==> src/rtl/hrp_pkg.sv <==
// ----------------------------------------------------------------------------
// hrp_pkg: shared types and constants of the http request head parser
// method and version tables, token kinds, error codes and word types
// ----------------------------------------------------------------------------
package hrp_pkg;

  localparam int METHOD_NAME_MAX = 7;
  localparam int POS_W = $clog2(METHOD_NAME_MAX + 1);
  localparam int NUM_METHODS = 8;

  localparam logic [7:0] CH_SP    = 8'h20;
  localparam logic [7:0] CH_COLON = 8'h3A;
  localparam logic [7:0] CH_CR    = 8'h0D;
  localparam logic [7:0] CH_LF    = 8'h0A;

  // method names, zero padded, in method code order
  localparam logic [7:0] METH_NAME [NUM_METHODS][8] = '{
    '{"G", "E", "T", 8'h00, 8'h00, 8'h00, 8'h00, 8'h00},
    '{"H", "E", "A", "D", 8'h00, 8'h00, 8'h00, 8'h00},
    '{"P", "O", "S", "T", 8'h00, 8'h00, 8'h00, 8'h00},
    '{"P", "U", "T", 8'h00, 8'h00, 8'h00, 8'h00, 8'h00},
    '{"D", "E", "L", "E", "T", "E", 8'h00, 8'h00},
    '{"C", "O", "N", "N", "E", "C", "T", 8'h00},
    '{"O", "P", "T", "I", "O", "N", "S", 8'h00},
    '{"T", "R", "A", "C", "E", 8'h00, 8'h00, 8'h00}
  };

  localparam logic [2:0] METH_LEN [NUM_METHODS] = '{
    3'd3, 3'd4, 3'd4, 3'd3, 3'd6, 3'd7, 3'd7, 3'd5
  };

  localparam logic [7:0] VERSION_TEXT [8] = '{"H", "T", "T", "P", "/", "1", ".", "1"};

  typedef enum logic [3:0] {
    TK_HELD        = 4'd0,
    TK_METHOD_DONE = 4'd1,
    TK_URI_BYTE    = 4'd2,
    TK_URI_END     = 4'd3,
    TK_VERSION_OK  = 4'd4,
    TK_KEY_BYTE    = 4'd5,
    TK_VALUE_BYTE  = 4'd6,
    TK_HEADER_END  = 4'd7,
    TK_HEAD_DONE   = 4'd8,
    TK_LEFTOVER    = 4'd9,
    TK_ERROR       = 4'd10
  } tok_kind_t;

  typedef enum logic [2:0] {
    ERR_NONE         = 3'd0,
    ERR_BAD_METHOD   = 3'd1,
    ERR_BAD_HEADER   = 3'd2,
    ERR_BAD_VERSION  = 3'd3,
    ERR_BAD_LINE_END = 3'd4
  } err_code_t;

  typedef enum logic [11:0] {
    PH_METHOD   = 12'b0000_0000_0001,
    PH_URI      = 12'b0000_0000_0010,
    PH_VERSION  = 12'b0000_0000_0100,
    PH_REQ_CR   = 12'b0000_0000_1000,
    PH_REQ_LF   = 12'b0000_0001_0000,
    PH_KEY      = 12'b0000_0010_0000,
    PH_COLON    = 12'b0000_0100_0000,
    PH_VALUE    = 12'b0000_1000_0000,
    PH_VALUE_LF = 12'b0001_0000_0000,
    PH_END_LF   = 12'b0010_0000_0000,
    PH_DONE     = 12'b0100_0000_0000,
    PH_ERROR    = 12'b1000_0000_0000
  } phase_t;

  typedef struct packed {
    logic [7:0] rx_byte;
    logic       new_request;
    logic       end_of_chunk;
  } hrp_in_t;

  typedef struct packed {
    tok_kind_t  token_kind;
    logic [7:0] out_byte;
    logic [2:0] method_code;
    err_code_t  fault_code;
    logic       chunk_done;
  } hrp_out_t;

  // method matcher verdict for one byte
  typedef struct packed {
    logic                   hit;
    logic [2:0]             hit_code;
    logic [NUM_METHODS-1:0] keep;
  } match_res_t;

endpackage

==> src/rtl/http_request_head_parser.sv <==
// ----------------------------------------------------------------------------
// http_request_head_parser: byte-wide http/1.1 request head tokenizer
// tags every request byte with one token word
//
// usage:
// - in_* channel takes one word per byte: rx_byte, new_request (clear parse
//   state before this byte) and end_of_chunk (echoed as chunk_done)
// - out_* channel gives exactly one token word per input word, in order
// - both channels are valid/ready; a word moves when valid and ready are high
// - the token for an accepted word passes the input register, then the
//   result register, before it is on out_data
// - throughput: one word per cycle while out_ready stays high; the per-byte
//   parse state update is combinational logic between the two registers
// - when out_ready is low the result register holds and the input register
//   still takes one more word; in_ready drops only when both are full
// - synchronous reset empties both registers and puts the parser in the
//   method phase with all methods possible and no error latched
// ----------------------------------------------------------------------------
module http_request_head_parser import hrp_pkg::*; (
  input  logic     clk,
  input  logic     rst_n,
  input  logic     in_valid,
  output logic     in_ready,
  input  hrp_in_t  in_data,
  output logic     out_valid,
  input  logic     out_ready,
  output hrp_out_t out_data
);

  // input register
  logic     s1_valid_r, s1_valid_nxt;
  hrp_in_t  s1_data_r;

  // result register
  logic     out_valid_r, out_valid_nxt;
  hrp_out_t out_data_r;

  logic     adv;
  logic     step_en;
  hrp_out_t res;

  // result register free or being drained this cycle
  assign adv      = !out_valid_r || out_ready;
  // input register empty or moving on
  assign in_ready = adv || !s1_valid_r;
  // parse state advances only when a word leaves the input register
  assign step_en  = s1_valid_r && adv;

  hrp_parse_core u_core (
    .clk     (clk),
    .rst_n   (rst_n),
    .step_en (step_en),
    .in_word (s1_data_r),
    .res     (res)
  );

  always_comb begin
    s1_valid_nxt = s1_valid_r;
    if (in_ready) begin
      s1_valid_nxt = in_valid;
    end
    out_valid_nxt = out_valid_r;
    if (adv) begin
      out_valid_nxt = s1_valid_r;
    end
  end

  always_ff @(posedge clk) begin
    if (!rst_n) begin
      s1_valid_r  <= 1'b0;
      out_valid_r <= 1'b0;
    end else begin
      s1_valid_r  <= s1_valid_nxt;
      out_valid_r <= out_valid_nxt;
    end
  end

  // payload registers, no reset
  always_ff @(posedge clk) begin
    if (in_valid && in_ready) begin
      s1_data_r <= in_data;
    end
    if (step_en) begin
      out_data_r <= res;
    end
  end

  assign out_valid = out_valid_r;
  assign out_data  = out_data_r;

endmodule

==> src/rtl/hrp_method_match.sv <==
// ----------------------------------------------------------------------------
// hrp_method_match: method name matcher
// checks one byte against all remaining method candidates in parallel
// ----------------------------------------------------------------------------
module hrp_method_match import hrp_pkg::*; (
  input  logic [7:0]             rx_byte,
  input  logic [NUM_METHODS-1:0] cand,
  input  logic [POS_W-1:0]       pos,
  output match_res_t             res
);

  always_comb begin
    res = '0;
    for (int m = 0; m < NUM_METHODS; m++) begin
      if (cand[m]) begin
        if (int'(pos) < int'(METH_LEN[m])) begin
          if (rx_byte == METH_NAME[m][pos[2:0]]) begin
            res.keep[m] = 1'b1;
          end
        end else if ((int'(pos) == int'(METH_LEN[m])) && (rx_byte == CH_SP)) begin
          res.hit      = 1'b1;
          res.hit_code = 3'(m);
        end
      end
    end
  end

endmodule

==> src/rtl/hrp_parse_core.sv <==
// ----------------------------------------------------------------------------
// hrp_parse_core: parse state and per-byte next-state logic
// holds the phase and match state and tags the current word
// ----------------------------------------------------------------------------
module hrp_parse_core import hrp_pkg::*; (
  input  logic     clk,
  input  logic     rst_n,
  input  logic     step_en,
  input  hrp_in_t  in_word,
  output hrp_out_t res
);

  phase_t                 phase_r, phase_nxt, cur_phase;
  logic [NUM_METHODS-1:0] cand_r, cand_nxt, cur_cand;
  logic [POS_W-1:0]       pos_r, pos_nxt, cur_pos;
  logic                   uri_started_r, uri_started_nxt, cur_uri_started;
  logic                   line_empty_r, line_empty_nxt, cur_line_empty;
  logic [2:0]             method_r, method_nxt, cur_method;
  err_code_t              err_r, err_nxt, cur_err;
  match_res_t             mres;
  tok_kind_t              kind;
  logic                   pass;
  logic [7:0]             b;

  assign b = in_word.rx_byte;

  // new request clears the state before this byte
  always_comb begin
    if (in_word.new_request) begin
      cur_phase       = PH_METHOD;
      cur_cand        = '1;
      cur_pos         = '0;
      cur_uri_started = 1'b0;
      cur_line_empty  = 1'b1;
      cur_method      = 3'd0;
      cur_err         = ERR_NONE;
    end else begin
      cur_phase       = phase_r;
      cur_cand        = cand_r;
      cur_pos         = pos_r;
      cur_uri_started = uri_started_r;
      cur_line_empty  = line_empty_r;
      cur_method      = method_r;
      cur_err         = err_r;
    end
  end

  hrp_method_match u_match (
    .rx_byte (b),
    .cand    (cur_cand),
    .pos     (cur_pos),
    .res     (mres)
  );

  always_comb begin
    phase_nxt       = cur_phase;
    cand_nxt        = cur_cand;
    pos_nxt         = cur_pos;
    uri_started_nxt = cur_uri_started;
    line_empty_nxt  = cur_line_empty;
    method_nxt      = cur_method;
    err_nxt         = cur_err;
    kind            = TK_HELD;
    pass            = 1'b0;
    case (cur_phase)
      PH_METHOD: begin
        if (mres.hit) begin
          method_nxt      = mres.hit_code;
          phase_nxt       = PH_URI;
          uri_started_nxt = 1'b0;
          pos_nxt         = '0;
          kind            = TK_METHOD_DONE;
        end else if ((mres.keep == '0) || (int'(cur_pos) >= METHOD_NAME_MAX)) begin
          err_nxt   = ERR_BAD_METHOD;
          phase_nxt = PH_ERROR;
          kind      = TK_ERROR;
        end else begin
          cand_nxt = mres.keep;
          pos_nxt  = cur_pos + POS_W'(1);
        end
      end
      PH_URI: begin
        if (b == CH_SP) begin
          if (cur_uri_started) begin
            kind      = TK_URI_END;
            phase_nxt = PH_VERSION;
            pos_nxt   = '0;
          end
        end else begin
          uri_started_nxt = 1'b1;
          kind            = TK_URI_BYTE;
          pass            = 1'b1;
        end
      end
      PH_VERSION: begin
        if (b != VERSION_TEXT[cur_pos[2:0]]) begin
          err_nxt   = ERR_BAD_VERSION;
          phase_nxt = PH_ERROR;
          kind      = TK_ERROR;
        end else if (cur_pos[2:0] == 3'd7) begin
          kind      = TK_VERSION_OK;
          phase_nxt = PH_REQ_CR;
          pos_nxt   = '0;
        end else begin
          pos_nxt = cur_pos + POS_W'(1);
        end
      end
      PH_REQ_CR: begin
        if (b == CH_CR) begin
          phase_nxt = PH_REQ_LF;
        end else begin
          err_nxt   = ERR_BAD_LINE_END;
          phase_nxt = PH_ERROR;
          kind      = TK_ERROR;
        end
      end
      PH_REQ_LF: begin
        if (b == CH_LF) begin
          phase_nxt      = PH_KEY;
          line_empty_nxt = 1'b1;
        end else begin
          err_nxt   = ERR_BAD_LINE_END;
          phase_nxt = PH_ERROR;
          kind      = TK_ERROR;
        end
      end
      PH_KEY: begin
        if (b == CH_CR) begin
          if (cur_line_empty) begin
            phase_nxt = PH_END_LF;
          end else begin
            err_nxt   = ERR_BAD_HEADER;
            phase_nxt = PH_ERROR;
            kind      = TK_ERROR;
          end
        end else if (b == CH_COLON) begin
          line_empty_nxt = 1'b0;
          phase_nxt      = PH_COLON;
        end else begin
          line_empty_nxt = 1'b0;
          kind           = TK_KEY_BYTE;
          pass           = 1'b1;
        end
      end
      PH_COLON: begin
        if (b == CH_SP) begin
          phase_nxt = PH_VALUE;
        end else begin
          err_nxt   = ERR_BAD_HEADER;
          phase_nxt = PH_ERROR;
          kind      = TK_ERROR;
        end
      end
      PH_VALUE: begin
        if (b == CH_CR) begin
          phase_nxt = PH_VALUE_LF;
        end else begin
          kind = TK_VALUE_BYTE;
          pass = 1'b1;
        end
      end
      PH_VALUE_LF: begin
        if (b == CH_LF) begin
          kind           = TK_HEADER_END;
          phase_nxt      = PH_KEY;
          line_empty_nxt = 1'b1;
        end else begin
          err_nxt   = ERR_BAD_LINE_END;
          phase_nxt = PH_ERROR;
          kind      = TK_ERROR;
        end
      end
      PH_END_LF: begin
        if (b == CH_LF) begin
          kind      = TK_HEAD_DONE;
          phase_nxt = PH_DONE;
        end else begin
          err_nxt   = ERR_BAD_LINE_END;
          phase_nxt = PH_ERROR;
          kind      = TK_ERROR;
        end
      end
      PH_DONE: begin
        kind = TK_LEFTOVER;
        pass = 1'b1;
      end
      default: begin
        kind = TK_HELD;
      end
    endcase
  end

  always_comb begin
    res.token_kind  = kind;
    res.out_byte    = pass ? b : 8'h00;
    res.method_code = method_nxt;
    res.fault_code  = err_nxt;
    res.chunk_done  = in_word.end_of_chunk;
  end

  always_ff @(posedge clk) begin
    if (!rst_n) begin
      phase_r       <= PH_METHOD;
      cand_r        <= '1;
      pos_r         <= '0;
      uri_started_r <= 1'b0;
      line_empty_r  <= 1'b1;
      method_r      <= 3'd0;
      err_r         <= ERR_NONE;
    end else if (step_en) begin
      phase_r       <= phase_nxt;
      cand_r        <= cand_nxt;
      pos_r         <= pos_nxt;
      uri_started_r <= uri_started_nxt;
      line_empty_r  <= line_empty_nxt;
      method_r      <= method_nxt;
      err_r         <= err_nxt;
    end
  end

endmodule

==> config.mk <==
export PLATFORM = sky130hd
export DESIGN_NAME = http_request_head_parser
export DESIGN_NICKNAME = d
export VERILOG_FILES = /design/src/rtl/hrp_pkg.sv /design/src/rtl/http_request_head_parser.sv /design/src/rtl/hrp_method_match.sv /design/src/rtl/hrp_parse_core.sv
export SDC_FILE = /design/constraint.sdc
export NUM_CORES = 1
export LEC_CHECK = 0
export ABC_AREA = 1
export BUFFER_PORTS_ARGS = -buffer_cell sky130_fd_sc_hd__buf_2
export CAP_MARGIN = 20
export CORE_MARGIN = 3
export CORE_UTILIZATION = 55
export DETAILED_ROUTE_END_ITERATION = 12
export PLACE_DENSITY = 0.78
export SYNTH_ARGS = -nofsm -noshare
export SYNTH_HDL_FRONTEND = slang
export SYNTH_HIERARCHICAL = 1
export SYNTH_SLANG_ARGS = --single-unit
==> constraint.sdc <==
create_clock -name clk -period 5.8 [get_ports clk]
set_clock_uncertainty 0.2 [all_clocks]
set_input_delay 0 -clock clk [delete_from_list [all_inputs] [get_ports clk]]
set_output_delay 0 -clock clk [all_outputs]
set_load 0.01 [all_outputs]
-- Word level (Yosys, flattened, before mapping)
Memory sizes are Yosys's and may differ from the RTL's.
Index checks and enable logic that the tools add are counted.
- add/sub/neg operators: 1
- order comparisons: 7
- eq/ne operators: 30
- muxes and demuxes: 135
- bitwise logic cells: 1
- reduce and logical (&&, ||, !) cells: 15
- operators with widths (operator ; number):
    2-to-1 mux 12 bit ; 15
    2-to-1 mux 8 bit ; 22
    2-to-1 mux 4 bit ; 32
    one-hot mux 12 bit (9 select lines) ; 1
    2-to-1 mux 3 bit ; 22
    == test 8 bit ; 8
    one-hot mux 4 bit (11 select lines) ; 1
    2-to-1 mux 1 bit ; 33
    one-hot mux 3 bit (6 select lines) ; 1
    == test 8 x 4 -> 1 bit (second input constant) ; 2
    == test 8 x 6 -> 1 bit (second input constant) ; 2
    == test 12 x 1 -> 1 bit (second input constant) ; 1
    == test 12 x 10 -> 1 bit (second input constant) ; 1
    == test 12 x 11 -> 1 bit (second input constant) ; 1
    == test 12 x 2 -> 1 bit (second input constant) ; 1
    == test 12 x 3 -> 1 bit (second input constant) ; 1
    == test 12 x 4 -> 1 bit (second input constant) ; 1
    == test 12 x 5 -> 1 bit (second input constant) ; 1
    == test 12 x 6 -> 1 bit (second input constant) ; 1
    == test 12 x 7 -> 1 bit (second input constant) ; 1
    == test 12 x 8 -> 1 bit (second input constant) ; 1
    == test 12 x 9 -> 1 bit (second input constant) ; 1
    == test 3 bit (second input constant) ; 4
    less-than comparator 3 bit (second input constant) ; 4
    other kinds (19) ; 31
- register bits: 62
- ROM bits: 576
- bits of input ports: 14
- output and inout port bits: 21
- word-level logic and storage cells: 215
- memories kept: 9
- memories (memory ; words ; width ; rd ports ; clocked after memory_dff ; write ports ; RTL line ; text):
    (name not given) ; 8 ; 8 ; 1 ; 0 ; 0 ; hrp_method_match.sv:17 ; if (rx_byte == METH_NAME[m][pos[2:0]]) begin
    (name not given) ; 8 ; 8 ; 1 ; 0 ; 0 ; hrp_method_match.sv:17 ;
    (name not given) ; 8 ; 8 ; 1 ; 0 ; 0 ; hrp_method_match.sv:17 ;
    (name not given) ; 8 ; 8 ; 1 ; 0 ; 0 ; hrp_method_match.sv:17 ;
    (name not given) ; 8 ; 8 ; 1 ; 0 ; 0 ; hrp_method_match.sv:17 ;
    (name not given) ; 8 ; 8 ; 1 ; 0 ; 0 ; hrp_method_match.sv:17 ;
    3 more memories ; -- ; -- ; -- ; -- ; -- ; -- ;

-- Depth between registers and ports, before layout
Gate-level depths: netlist (run 1).
- depth in word-level cells: 32
- mapped depth: 22
- gate-level depth less buffers: 21

-- Hierarchy
The synthesis (run 1) kept the hierarchy.
- modules (own cells, without submodules) (module ; times used ; cells an instance ; area each (um2) ; sequential area each (um2)):
    hrp_parse_core ; 1 ; 500 ; 2909.0 ; 620.6
    http_request_head_parser ; 1 ; 42 ; 965.9 ; 910.9
    hrp_method_match ; 1 ; 169 ; 930.9 ; 0.0

-- Least setup slack after synthesis (run 1)
No wires, ideal clock.
- kind: register -> register
- start: register s1_data_r[1] (netlist name)
- end: register out_data_r (netlist bit out_data[1]) (data pin)
- setup time: 251 ps
- arrival time: 2928 ps
- data required time: 5349 ps
- setup slack: 2422 ps
- cell stages (with the launch flop): 21
- path buffers: 2
- clock period less this slack: 3378 ps
- path through: edfxtp_1 > buf_6 > clkbuf_1 > nor2_1 > inv_1 > ha_1 > nand2_4 > nor2_1 > nor4_1 > and3_1 > nor2_1 > nand2_1 > nor2_1 > nor2_1 > nor2_1 > nand2_1 > nand2_1 > inv_2 > nand2_1 > nand2_1 > inv_1
- RTL lines (item ; RTL line ; text):
    start: declaration ; http_request_head_parser.sv:32 ; hrp_in_t s1_data_r;
    start signal: assignment ; http_request_head_parser.sv:81 ; s1_data_r <= in_data;
    end signal: assignment ; http_request_head_parser.sv:84 ; out_data_r <= res;
    end: declaration ; http_request_head_parser.sv:36 ; hrp_out_t out_data_r;

==> results of run 1 <==
==> where the power goes <==
group          internal [µW]  switching, µW
Clock                    225            185
Sequential               485           26.4
Combinational           74.8            155
Total                    785            366
==> how the worst max path moves through the flow <==
stage | startpoint | endpoint | slack, ns | depth (start not counted)
floorplan | s1_data_r[1]$_DFFE_PP_ | out_data[1]$_DFFE_PP_ | 2.42 | 20
global placement | s1_data_r[1]$_DFFE_PP_ | out_data[1]$_DFFE_PP_ | 1.62 | 20
detailed placement | s1_data_r[1]$_DFFE_PP_ | out_data[1]$_DFFE_PP_ | 1.55 | 20
CTS | s1_data_r[1]$_DFFE_PP_ | out_data[1]$_DFFE_PP_ | 1.53 | 20
global route | s1_data_r[1]$_DFFE_PP_ | u_core/pos_r[2]$_SDFFE_PN0P_ | 1.09 | 17
finish | s1_data_r[1]$_DFFE_PP_ | out_data[1]$_DFFE_PP_ | 1.48 | 20
==> kinds of logic (layout without fill, tap and decap cells) <==
group                      after synthesis  after routing
DFF                                     62             62
and+or+nand+nor                        409            409
adders and majority gates                8              8
buffers and inverters                  110            157
AOI/OAI and AO/OA                      112            112
xor gates and xnor gates                10             10
==> registers in the layout, indices dropped and copies added (netlist names) <==
register	cells
u_core/line_empty_r	1
s1_data_r	10
u_core/cand_r	8
out_data	19
u_core/method_r	3
s1_valid_r	1
u_core/uri_started_r	1
out_valid	1
u_core/err_r	3
u_core/phase_r	12
u_core/pos_r	3
==> area by class of cell <==
cell class | instances | share of cell area [%]
clock buffers | 11 | 2.86
inverters | 91 | 6.44
well taps | 105 | 2.46
repair buffers | 50 | 6.13
clock inverters | 5 | 1.03
flip-flops and latches | 62 | 28.7
multi-input cells | 539 | 52.4
==> cells in the final DEF (no fill, tap or decap), drive strengths merged, types with 25 or more instances in the layout <==
cell and n:
a21oi 44, buf 35, dfxtp 33, edfxtp 29
inv 92, nand2 174, nand3 60, nand4 25
nor2 130, o21ai 48
==> stage by stage <==
step	hold WS, ns	instances	instance area (µm²)	power, µW	setup slack, ns
final	0.175	863	5340	1150	1.48
after detailed placement	-0.0215	832	4990	738	1.55
after floorplan	-0.101	711	4810	685	2.42
after global placement	-0.0234	832	4990	734	1.62
after CTS	0.157	863	5340	1150	1.53
after global routing	0.171	863	5340	1200	1.09
==> layer usage <==
| metal | global-route usage (%) | up-vias | part of all wire (%) |
|---|---|---|---|
| li1 | - | 2430 | - |
| met1 | 36.6 | 2266 | 40 |
| met2 | 49.0 | 256 | 49 |
| met3 | 4.84 | 42 | 8.2 |
| met4 | 11.6 | 0 | 3.1 |
| met5 | 0 | - | 0 |
==> timing repair <==
| action | CTS | global route |
|---|---|---|
| endpoints found under the setup margin | 0 | 0 |
| setup buffers | 0 | 0 |
| endpoints found under the hold margin | 23 | 0 |
| hold buffers | 15 | 0 |
==> worst max-delay path, cell delays in order, from the launching register on <==
cell and delay (ns):
edfxtp_1 0.73, nor2_1 0.69, inv_1 0.30, ha_1 0.32
nand2_1 0.12, xor2_1 0.25, o2111ai_1 0.14, nor2_1 0.14
nand2_1 0.07, nor2_1 0.13, nor2_1 0.06, nand2_1 0.07
nor2_1 0.05, nor2_1 0.32, nor2_1 0.08, nand2_1 0.09
nand2_1 0.08, inv_2 0.09, nand2_1 0.05, nand2_1 0.08
inv_1 0.04
==> impl_metrics.csv, run 1 <==
group,metric,value,unit
run_status,status,"complete, no violations",
synthesis,yosys.area_share.simple,40.7,%
floorplan,die_w,99.5,µm
synthesis,synth_top_family_by_area,"simple AND/OR/NAND/NOR gates",
setup_path,worstPathRequired,5.70,ns
placed_design,dpl.hpwl,10300,µm
floorplan,num_rows,33,
synthesis,synthesis.area,0.00481,mm²
synthesis,ys.flop_type,"dfxtp_1",
floorplan,core-area,0.00834,mm²
synthesis,muxShareOfSynthArea,0,%
layout,multi_input_area,0.00280,mm²
global_route,grt_max_degree,52,
global_route,antenna_found_initial,0,
synthesis,synth.ff_latch_count,62,
clocking,postCtsResizedCells,0,
clocking,cts.sink_count,62,
clocking,clkSlewWorstSetupHoldPaths,0.07,ns
power,powerDensity,215,mW/mm²
floorplan,die-area,0.00990,mm²
synthesis,synthCells,711,
layout,nets,775,
detailed_routing,ant_nets,0,
placed_design,finalWeightedCongestion,1.02,
detailed_routing,num_vias,4994,
synthesis,yosysUniqueCellTypes,46,
setup_path,critPathKind,"flop to flop",
setup_path,reg2reg_from,"s1_data_r[1]$_DFFE_PP_",
timing,rsz0062_at_grt,"false",
global_route,grt_pass1_wl,22900,µm
setup_path,reg2reg_depth,20,
synthesis,synth_top_area_cell,"edfxtp_1",
clocking,cts_made_buffers,9,
detailed_routing,wirelength,14100,µm
placed_design,numPortBuffers,34,
setup_path,cp.arrival,4.22,ns
timing,tns,0,ns
synthesis,synth_nets,733,
synthesis,synth.most_common_cell,"nand2_1",
synthesis,synth_edf_count,29,
layout,fill_cells,755,
layout,final_util,64.1,%
setup_path,r2r_end,"out_data[1]$_DFFE_PP_",
timing,slew_violations,0,
min_path,worst_hold_path_type,"input port to flop",
timing,fmax,232,MHz
synthesis,synthArstFlopShare,0,%
clocking,cts-root-buf,"clkbuf_8",
timing,hold_viol,0,
synthesis,synth.top_cells.by_count,"nand2_1 (150), nor2_1 (114), inv_1 (80)",
synthesis,synthAdderAreaFrac,2.08,%
clocking,htreeDepth,3,
layout,antenna_cells,0,
floorplan,die_h,99.5,µm
floorplan,io_pins,35,
setup_path,rrSetupSlack,1.48,ns
synthesis,synth_seq_area_share,31.9,%
min_path,hold_path_end,"s1_data_r[8]$_DFFE_PP_",
setup_path,crit_path_end_kind,"flop",
detailed_routing,drc_errors,0,
min_path,min_delay_path_depth,2,
timing,finalSetupViolCount,0,
clocking,clk_path_buf_depth,2,
setup_path,start_kind,"flop",
synthesis,synth_compound_area_share,13.3,%
clocking,clk_latency,0.34,ns
global_route,grt_pass1_vias,4739,
synthesis,netlist.area_leader.share,18.1,%
clocking,tritoncts,"built",
timing,worst_pin_slew,1.07,ns
setup_path,crit_path_max_fanout,19,
detailed_routing,firstDrtPassIters,5,
synthesis,synthTopCellsByArea,"edfxtp_1 (18%), dfxtp_1 (14%), nand2_1 (12%), nor2_1 (8.9%), inv_1 (6.2%)",
synthesis,synth_xor_area_share,1.98,%
timing,max-slew-margin-rel,28.6,%
detailed_routing,avgViaCountPerCell,5.79,
layout,regArea,0.00153,mm²
min_path,hold_start,"in_data[8]",
synthesis,postSynthAreaPerCell,6.76,µm²
flow_run,drv_cap,0,
synthesis,yosysWarnings,6,
power,p_leak,0.00249,µW
timing,layout_min_cycle_time,4.32,ns
timing,period_share,74.4,%
global_route,grt_use_total,28.9,%
floorplan,start_util,57.6,%
detailed_routing,wl_per_cell,16.4,µm
layout,area_growth,11.2,%
layout,layout-drive-gt1-share,16.1,%
global_route,overflow,0,
power,peakVddDrop,0.000131,V
detailed_routing,drtIter0Drc,464,
No activity file was read; power rests on OpenSTA's default activity.
==> run 2: changes to the inputs <==
==> constraint.sdc (replaced) <==
create_clock -name clk -period 4.3 [get_ports clk]
set_clock_uncertainty 0.2 [all_clocks]
set_input_delay 0 -clock clk [delete_from_list [all_inputs] [get_ports clk]]
set_output_delay 0 -clock clk [all_outputs]
set_load 0.01 [all_outputs]
==> run 2 against run 1 <==
- die area did not move
- critical path type unchanged
- final area fell by 0.23%
- worst setup slack worse by 1.0 ns
- global-route usage is 0.78 points higher
- maximum frequency increased by 12%
- first-iteration DRC count fell by 13%
- register-to-register slack worse by 1.0 ns
- non-clock buffer count increased by 3
- highest routed layer unchanged
- hold slack worse by 0.0073 ns
==> impl_metrics.csv, run 2 (synthesis results as in run 1) <==
group,metric,value,unit
run_status,status,"complete, no violations",
detailed_routing,avgViaCountPerCell,5.89,
timing,slew_violations,0,
detailed_routing,num_vias,5097,
setup_path,reg2reg_depth,17,
setup_path,cp.arrival,3.77,ns
clocking,htreeDepth,3,
timing,fmax,259,MHz
layout,layoutNonFillerInstCount,866,
timing,period_share,89.7,%
floorplan,io_pins,35,
flow_run,drv_cap,0,
floorplan,num_rows,33,
setup_path,rrSetupSlack,0.44,ns
power,intPower,967,µW
detailed_routing,wl_per_cell,16.5,µm
layout,layout-drive-gt1-share,16.6,%
timing,setup_slack,0.441,ns
floorplan,start_util,57.6,%
power,p_leak,0.00248,µW
global_route,grt_use_total,29.7,%
placed_design,finalWeightedCongestion,1.00,
min_path,hold_path_end,"s1_data_r[4]$_DFFE_PP_",
power,swShare,34.1,%
global_route,overflow,0,
setup_path,r2r_end,"out_data[1]$_DFFE_PP_",
power,combPwrFrac,21.5,%
setup_path,crit_path_max_fanout,8,
timing,hold_viol,0,
placed_design,dpl.hpwl,10500,µm
clocking,clkSlewWorstSetupHoldPaths,0.08,ns
timing,rsz0062_at_grt,"false",
global_route,grt_pass1_vias,4942,
detailed_routing,firstDrtPassIters,5,
power,power_frac_seq,46.9,%
placed_design,placedCellCount,835,
detailed_routing,wirelength,14300,µm
timing,worst_pin_slew,1.07,ns
timing,layout_min_cycle_time,3.86,ns
detailed_routing,ant_nets,0,
timing,max-slew-margin-rel,28.6,%
layout,final_common_cell,"nand2_1",
placed_design,numPortBuffers,34,
floorplan,die_h,99.5,µm
global_route,antenna_found_initial,0,
clocking,tritoncts,"built",
clocking,postCtsSetupRepairBufs,0,
layout,antenna_cells,0,
placed_design,pre_cts_ws,0.504,ns
clocking,clk_path_buf_depth,2,
detailed_routing,drc_errors,0,
setup_path,start_kind,"flop",
power,powerDensity,275,mW/mm²
setup_path,crit_path_end_kind,"flop",
global_route,grt_max_degree,52,
setup_path,reg2reg_from,"s1_data_r[1]$_DFFE_PP_",
power,p_switching,501,µW
timing,tns,0,ns
floorplan,die_w,99.5,µm
layout,nets,778,
global_route,grt_pass1_wl,23500,µm
power,clkPwrFrac,31.6,%
setup_path,critPathKind,"flop to flop",
min_path,min_delay_path_depth,2,
floorplan,core-area,0.00834,mm²
layout,largest_reg_flops,19,
setup_path,worstPathRequired,4.21,ns
clocking,clk_latency,0.34,ns
timing,finalSetupViolCount,0,
floorplan,die-area,0.00990,mm²
clocking,cts.sink_count,62,
min_path,worst_hold_path_type,"input port to flop",
min_path,hold_start,"in_data[4]",
clocking,cts-root-buf,"clkbuf_8",
layout,layout_common_cells,"nand2_1 (150), nor2_1 (114), inv_1 (80)",
layout,area_growth,10.9,%
detailed_routing,drtIter0Drc,405,
power,peakVddDrop,0.000173,V
clocking,cts_made_buffers,9,
==> run 2: cell count changes in the layout (fill, tap and decap cells not counted), sizes merged <==
cell,previous run,this run
bufinv,1,0
clkbuf,11,9
clkinvlp,0,1
buf,35,38
clkinv,3,5
==> run 2: how the worst max path moves through the flow <==
stage	from	cells after the start	to	slack [ns]
6_report	s1_data_r[1]$_DFFE_PP_	17	out_data[1]$_DFFE_PP_	0.44
5_1_grt	s1_data_r[1]$_DFFE_PP_	17	out_data[1]$_DFFE_PP_	0.19
4_1_cts	s1_data_r[1]$_DFFE_PP_	17	out_data[1]$_DFFE_PP_	0.48
3_5_place_dp	s1_data_r[1]$_DFFE_PP_	17	out_data[1]$_DFFE_PP_	0.50
3_3_place_gp	s1_data_r[1]$_DFFE_PP_	17	out_data[1]$_DFFE_PP_	0.58
2_1_floorplan	s1_data_r[1]$_DFFE_PP_	20	out_data[1]$_DFFE_PP_	0.92
==> run 2: cell type report <==
type / count / area [µm²]
Clock buffer: 9 / 124
Tap cell: 105 / 131
Multi-Input combinational cell: 539 / 2800
Sequential cell: 62 / 1530
Timing Repair Buffer: 53 / 350
Inverter: 91 / 344
Fill cell: 757 / 3010
Clock inverter: 7 / 48.8
==> run 2: timing repair <==
| action | in CTS | in global routing |
|---|---|---|
| resized for setup | 0 | 0 |
| endpoints found under the hold margin | 23 | 0 |
| hold buffers | 15 | 0 |
==> run 2: power by group through the flow <==
stage / sequential [µW] / combinational [µW] / clock [µW]
floorplan: 694 / 230 / 0
global placement: 699 / 292 / 0
detailed placement: 700 / 299 / 0
CTS: 687 / 310 / 470
global route: 691 / 351 / 489
finish: 688 / 316 / 464
==> run 2: worst max-delay path, cell delays in order (launching register included) <==
cell and delay, ns:
edfxtp_1 0.51, nor2_1 0.54, inv_1 0.22, ha_1 0.31, nand2_2 0.15, xor2_1 0.08, nor4_1 0.48, nor2_1 0.12
nand2_1 0.10, nor2_1 0.05, nor2_1 0.33, nor2_1 0.07, nand2_1 0.10, nand2_1 0.09, inv_2 0.09, nand2_1 0.05
nand2_1 0.08, inv_1 0.05
==> run 2: layer usage <==
| metal | wire [µm] | track usage (%) | vias to the layer above |
|---|---|---|---|
| met5 | 0 | 0 | - |
| met4 | 530 | 14.1 | 0 |
| met3 | 1250 | 5.19 | 46 |
| met2 | 6670 | 48.9 | 283 |
| met1 | 5830 | 37.7 | 2327 |
| li1 | - | - | 2441 |
==> run 2: through the flow <==
stage	hold slack (ns)	total power (µW)	utilization [%]	instance area [µm²]
global route	0.167	1530	63.9	5330
CTS	0.156	1470	63.9	5330
detailed placement	-0.0219	999	60.1	5010
global placement	-0.0226	991	60.1	5010
floorplan	-0.101	924	-	4810
finish	0.168	1470	63.9	5330
==> run 3: changes to the inputs <==
--- a/config.mk
+++ b/config.mk
@@ -8,10 +8,12 @@
 export ABC_AREA = 1
 export BUFFER_PORTS_ARGS = -buffer_cell sky130_fd_sc_hd__buf_2
 export CAP_MARGIN = 20
+export CELL_PAD_IN_SITES_DETAIL_PLACEMENT = 1
+export CELL_PAD_IN_SITES_GLOBAL_PLACEMENT = 2
 export CORE_MARGIN = 3
-export CORE_UTILIZATION = 55
+export CORE_UTILIZATION = 34
 export DETAILED_ROUTE_END_ITERATION = 12
-export PLACE_DENSITY = 0.78
+export PLACE_DENSITY = 0.84
 export SYNTH_ARGS = -nofsm -noshare
 export SYNTH_HDL_FRONTEND = slang
 export SYNTH_HIERARCHICAL = 1
==> run 3 against run 2 <==
- sequential share of layout area down 1.3 points
- critical path depth up 2
- die area rose by 58%
- first-iteration DRC count fell by 9.9%
- count of clock-buffer cells in the layout grew 1
- cell count grew 8.3%
- worst setup slack improved by 0.23 ns
- hold slack improved by 0.017 ns
- utilization shrank 23 points
- register-to-register slack better by 0.23 ns
- clock power up 59%
- flip-flop and latch count is the same
- critical endpoint unchanged
==> impl_metrics.csv, run 3 (synthesis results as in run 1) <==
group,metric,value,unit
run_status,status,"complete, no violations",
layout,nets,779,
setup_path,worstPathRequired,4.19,ns
clocking,htreeDepth,3,
placed_design,numPortBuffers,34,
detailed_routing,ant_nets,0,
power,peakVddDrop,0.000169,V
clocking,tritoncts,"built",
floorplan,start_util,35.6,%
setup_path,crit_path_max_fanout,9,
timing,max-slew-margin-rel,44.7,%
clocking,clkSlewWorstSetupHoldPaths,0.06,ns
min_path,worst_hold_path_type,"input port to flop",
power,p_leak,0.00256,µW
setup_path,critPathKind,"flop to flop",
timing,hold_viol,0,
global_route,grt_max_degree,52,
timing,finalSetupViolCount,0,
placed_design,pre_cts_ws,0.439,ns
placed_design,finalWeightedCongestion,0.980,
power,powerDensity,314,mW/mm²
detailed_routing,wl_per_cell,17.5,µm
layout,area_growth,16.1,%
detailed_routing,drc_errors,0,
layout,layout_common_cells,"nand2_1 (150), nor2_1 (114), inv_1 (80)",
timing,tns,0,ns
clocking,clk_path_buf_depth,2,
floorplan,die-area,0.0156,mm²
setup_path,cp.arrival,3.52,ns
power,swShare,30.2,%
layout,layout-drive-gt1-share,16.7,%
floorplan,die_h,125,µm
power,clkPwrFrac,42.0,%
detailed_routing,avgViaCountPerCell,5.27,
setup_path,slowest_stage,"edfxtp_1",
setup_path,start_kind,"flop",
global_route,overflow,0,
global_route,antenna_found_initial,0,
power,intPower,1220,µW
timing,setup_slack,0.674,ns
timing,worst_pin_slew,0.828,ns
layout,final_util,41.3,%
setup_path,crit_path_end_kind,"flop",
setup_path,critical_path.max_stage_delay,0.54,ns
detailed_routing,wirelength,16400,µm
setup_path,path_cells,"nor2_1, buf_4, inv_1, ha_1, nand2_4, nor2_1, nor4_1, and3_1, nor2_1, nand2_1, nor2_1, nor2_1, nor2_1, nand2_1, nand2_1, inv_2, nand2_1, nand2_1, inv_1",
detailed_routing,firstDrtPassIters,5,
floorplan,io_pins,35,
flow_run,drv_cap,0,
detailed_routing,num_vias,4941,
floorplan,num_rows,42,
placed_design,dpl-instance-area,0.00510,mm²
clocking,postCtsSetupRepairBufs,0,
setup_path,crit_top_cell,"nor2_1",
clocking,cts.sink_count,62,
clocking,cts-root-buf,"clkbuf_16",
clocking,clk_latency,0.33,ns
placed_design,dpl.hpwl,12200,µm
clocking,cts_made_buffers,9,
timing,layout_min_cycle_time,3.63,ns
global_route,grt_pass1_vias,5107,
floorplan,core-area,0.0135,mm²
floorplan,die_w,125,µm
detailed_routing,drtIter0Drc,365,
timing,rsz0062_at_grt,"false",
layout,final_common_cell,"nand2_1",
power,p_switching,529,µW
timing,slew_violations,0,
timing,fmax,276,MHz
timing,period_share,84.3,%
layout,largest_reg_flops,19,
global_route,grt_use_total,21.2,%
layout,final_area,0.00558,mm²
power,power_frac_seq,39.4,%
layout,antenna_cells,0,
power,combPwrFrac,18.6,%
global_route,grt_pass1_wl,26800,µm
[run 3: changes by cell type in the layout (fill, tap and decap cells not counted)]
cell / change
bufinv_16: +1
nor2_2: -1
inv_6: -1
clkbuf_8: -8
clkinv_4: -1
clkbuf_16: +9
buf_16: +1
nor2_4: +1
[run 3: timing repair]
action                     in CTS  in global routing
hold buffers                   15                  0
setup endpoints to repair       0                  1
hold endpoints to repair       23                  0
resized for setup               0                  1
[run 3: area by class of cell]
cell class / instances / area, µm²
clock buffer: 10 / 239
tap: 176 / 220
fill: 1732 / 7930
sequential: 62 / 1530
multi-input combinational: 539 / 2810
timing repair buffer: 54 / 378
clock inverter: 6 / 61.3
inverter: 91 / 344
[run 3: worst paths after layout]
kind         slack [ns]  cells past startpoint                    from                      to
min                0.19                      2              in_data[7]  s1_data_r[7]$_DFFE_PP_
max reg2reg        0.67                     19  s1_data_r[1]$_DFFE_PP_   out_data[1]$_DFFE_PP_
max                0.67                     19  s1_data_r[1]$_DFFE_PP_   out_data[1]$_DFFE_PP_
min reg2reg        0.23                      0  s1_data_r[0]$_DFFE_PP_   out_data[0]$_DFFE_PP_
[run 3: routing by layer]
layer / wire, µm / GRT usage [%]
met3: 650 / 3.30
met2: 7850 / 35.8
met4: 267 / 6.19
met1: 7640 / 28.2
met5: 0 / 0
[run 3: power groups by stage]
stage / Combinational, µW / Clock [µW] / Sequential [µW]
2_1_floorplan: 230 / 0 / 694
3_3_place_gp: 304 / 0 / 700
3_5_place_dp: 310 / 0 / 702
4_1_cts: 321 / 756 / 690
5_1_grt: 364 / 782 / 696
6_report: 326 / 736 / 690
[run 3: worst max-delay path: cells and delay by family (launching register included)]
| kind | cells | cell delay [ns] |
|---|---|---|
| AND/OR/NAND/NOR | 14 | 1.87 |
| flip-flops | 1 | 0.54 |
| buffers and inverters | 4 | 0.46 |
| adder cells (fa/ha/maj) | 1 | 0.32 |
[run 3: stage by stage]
step	hold WS, ns	instances	power [µW]
2_1_floorplan	-0.101	711	924
3_3_place_gp	-0.0237	906	1000
3_5_place_dp	-0.0210	906	1010
4_1_cts	0.164	937	1770
5_1_grt	0.187	938	1840
6_report	0.186	938	1750
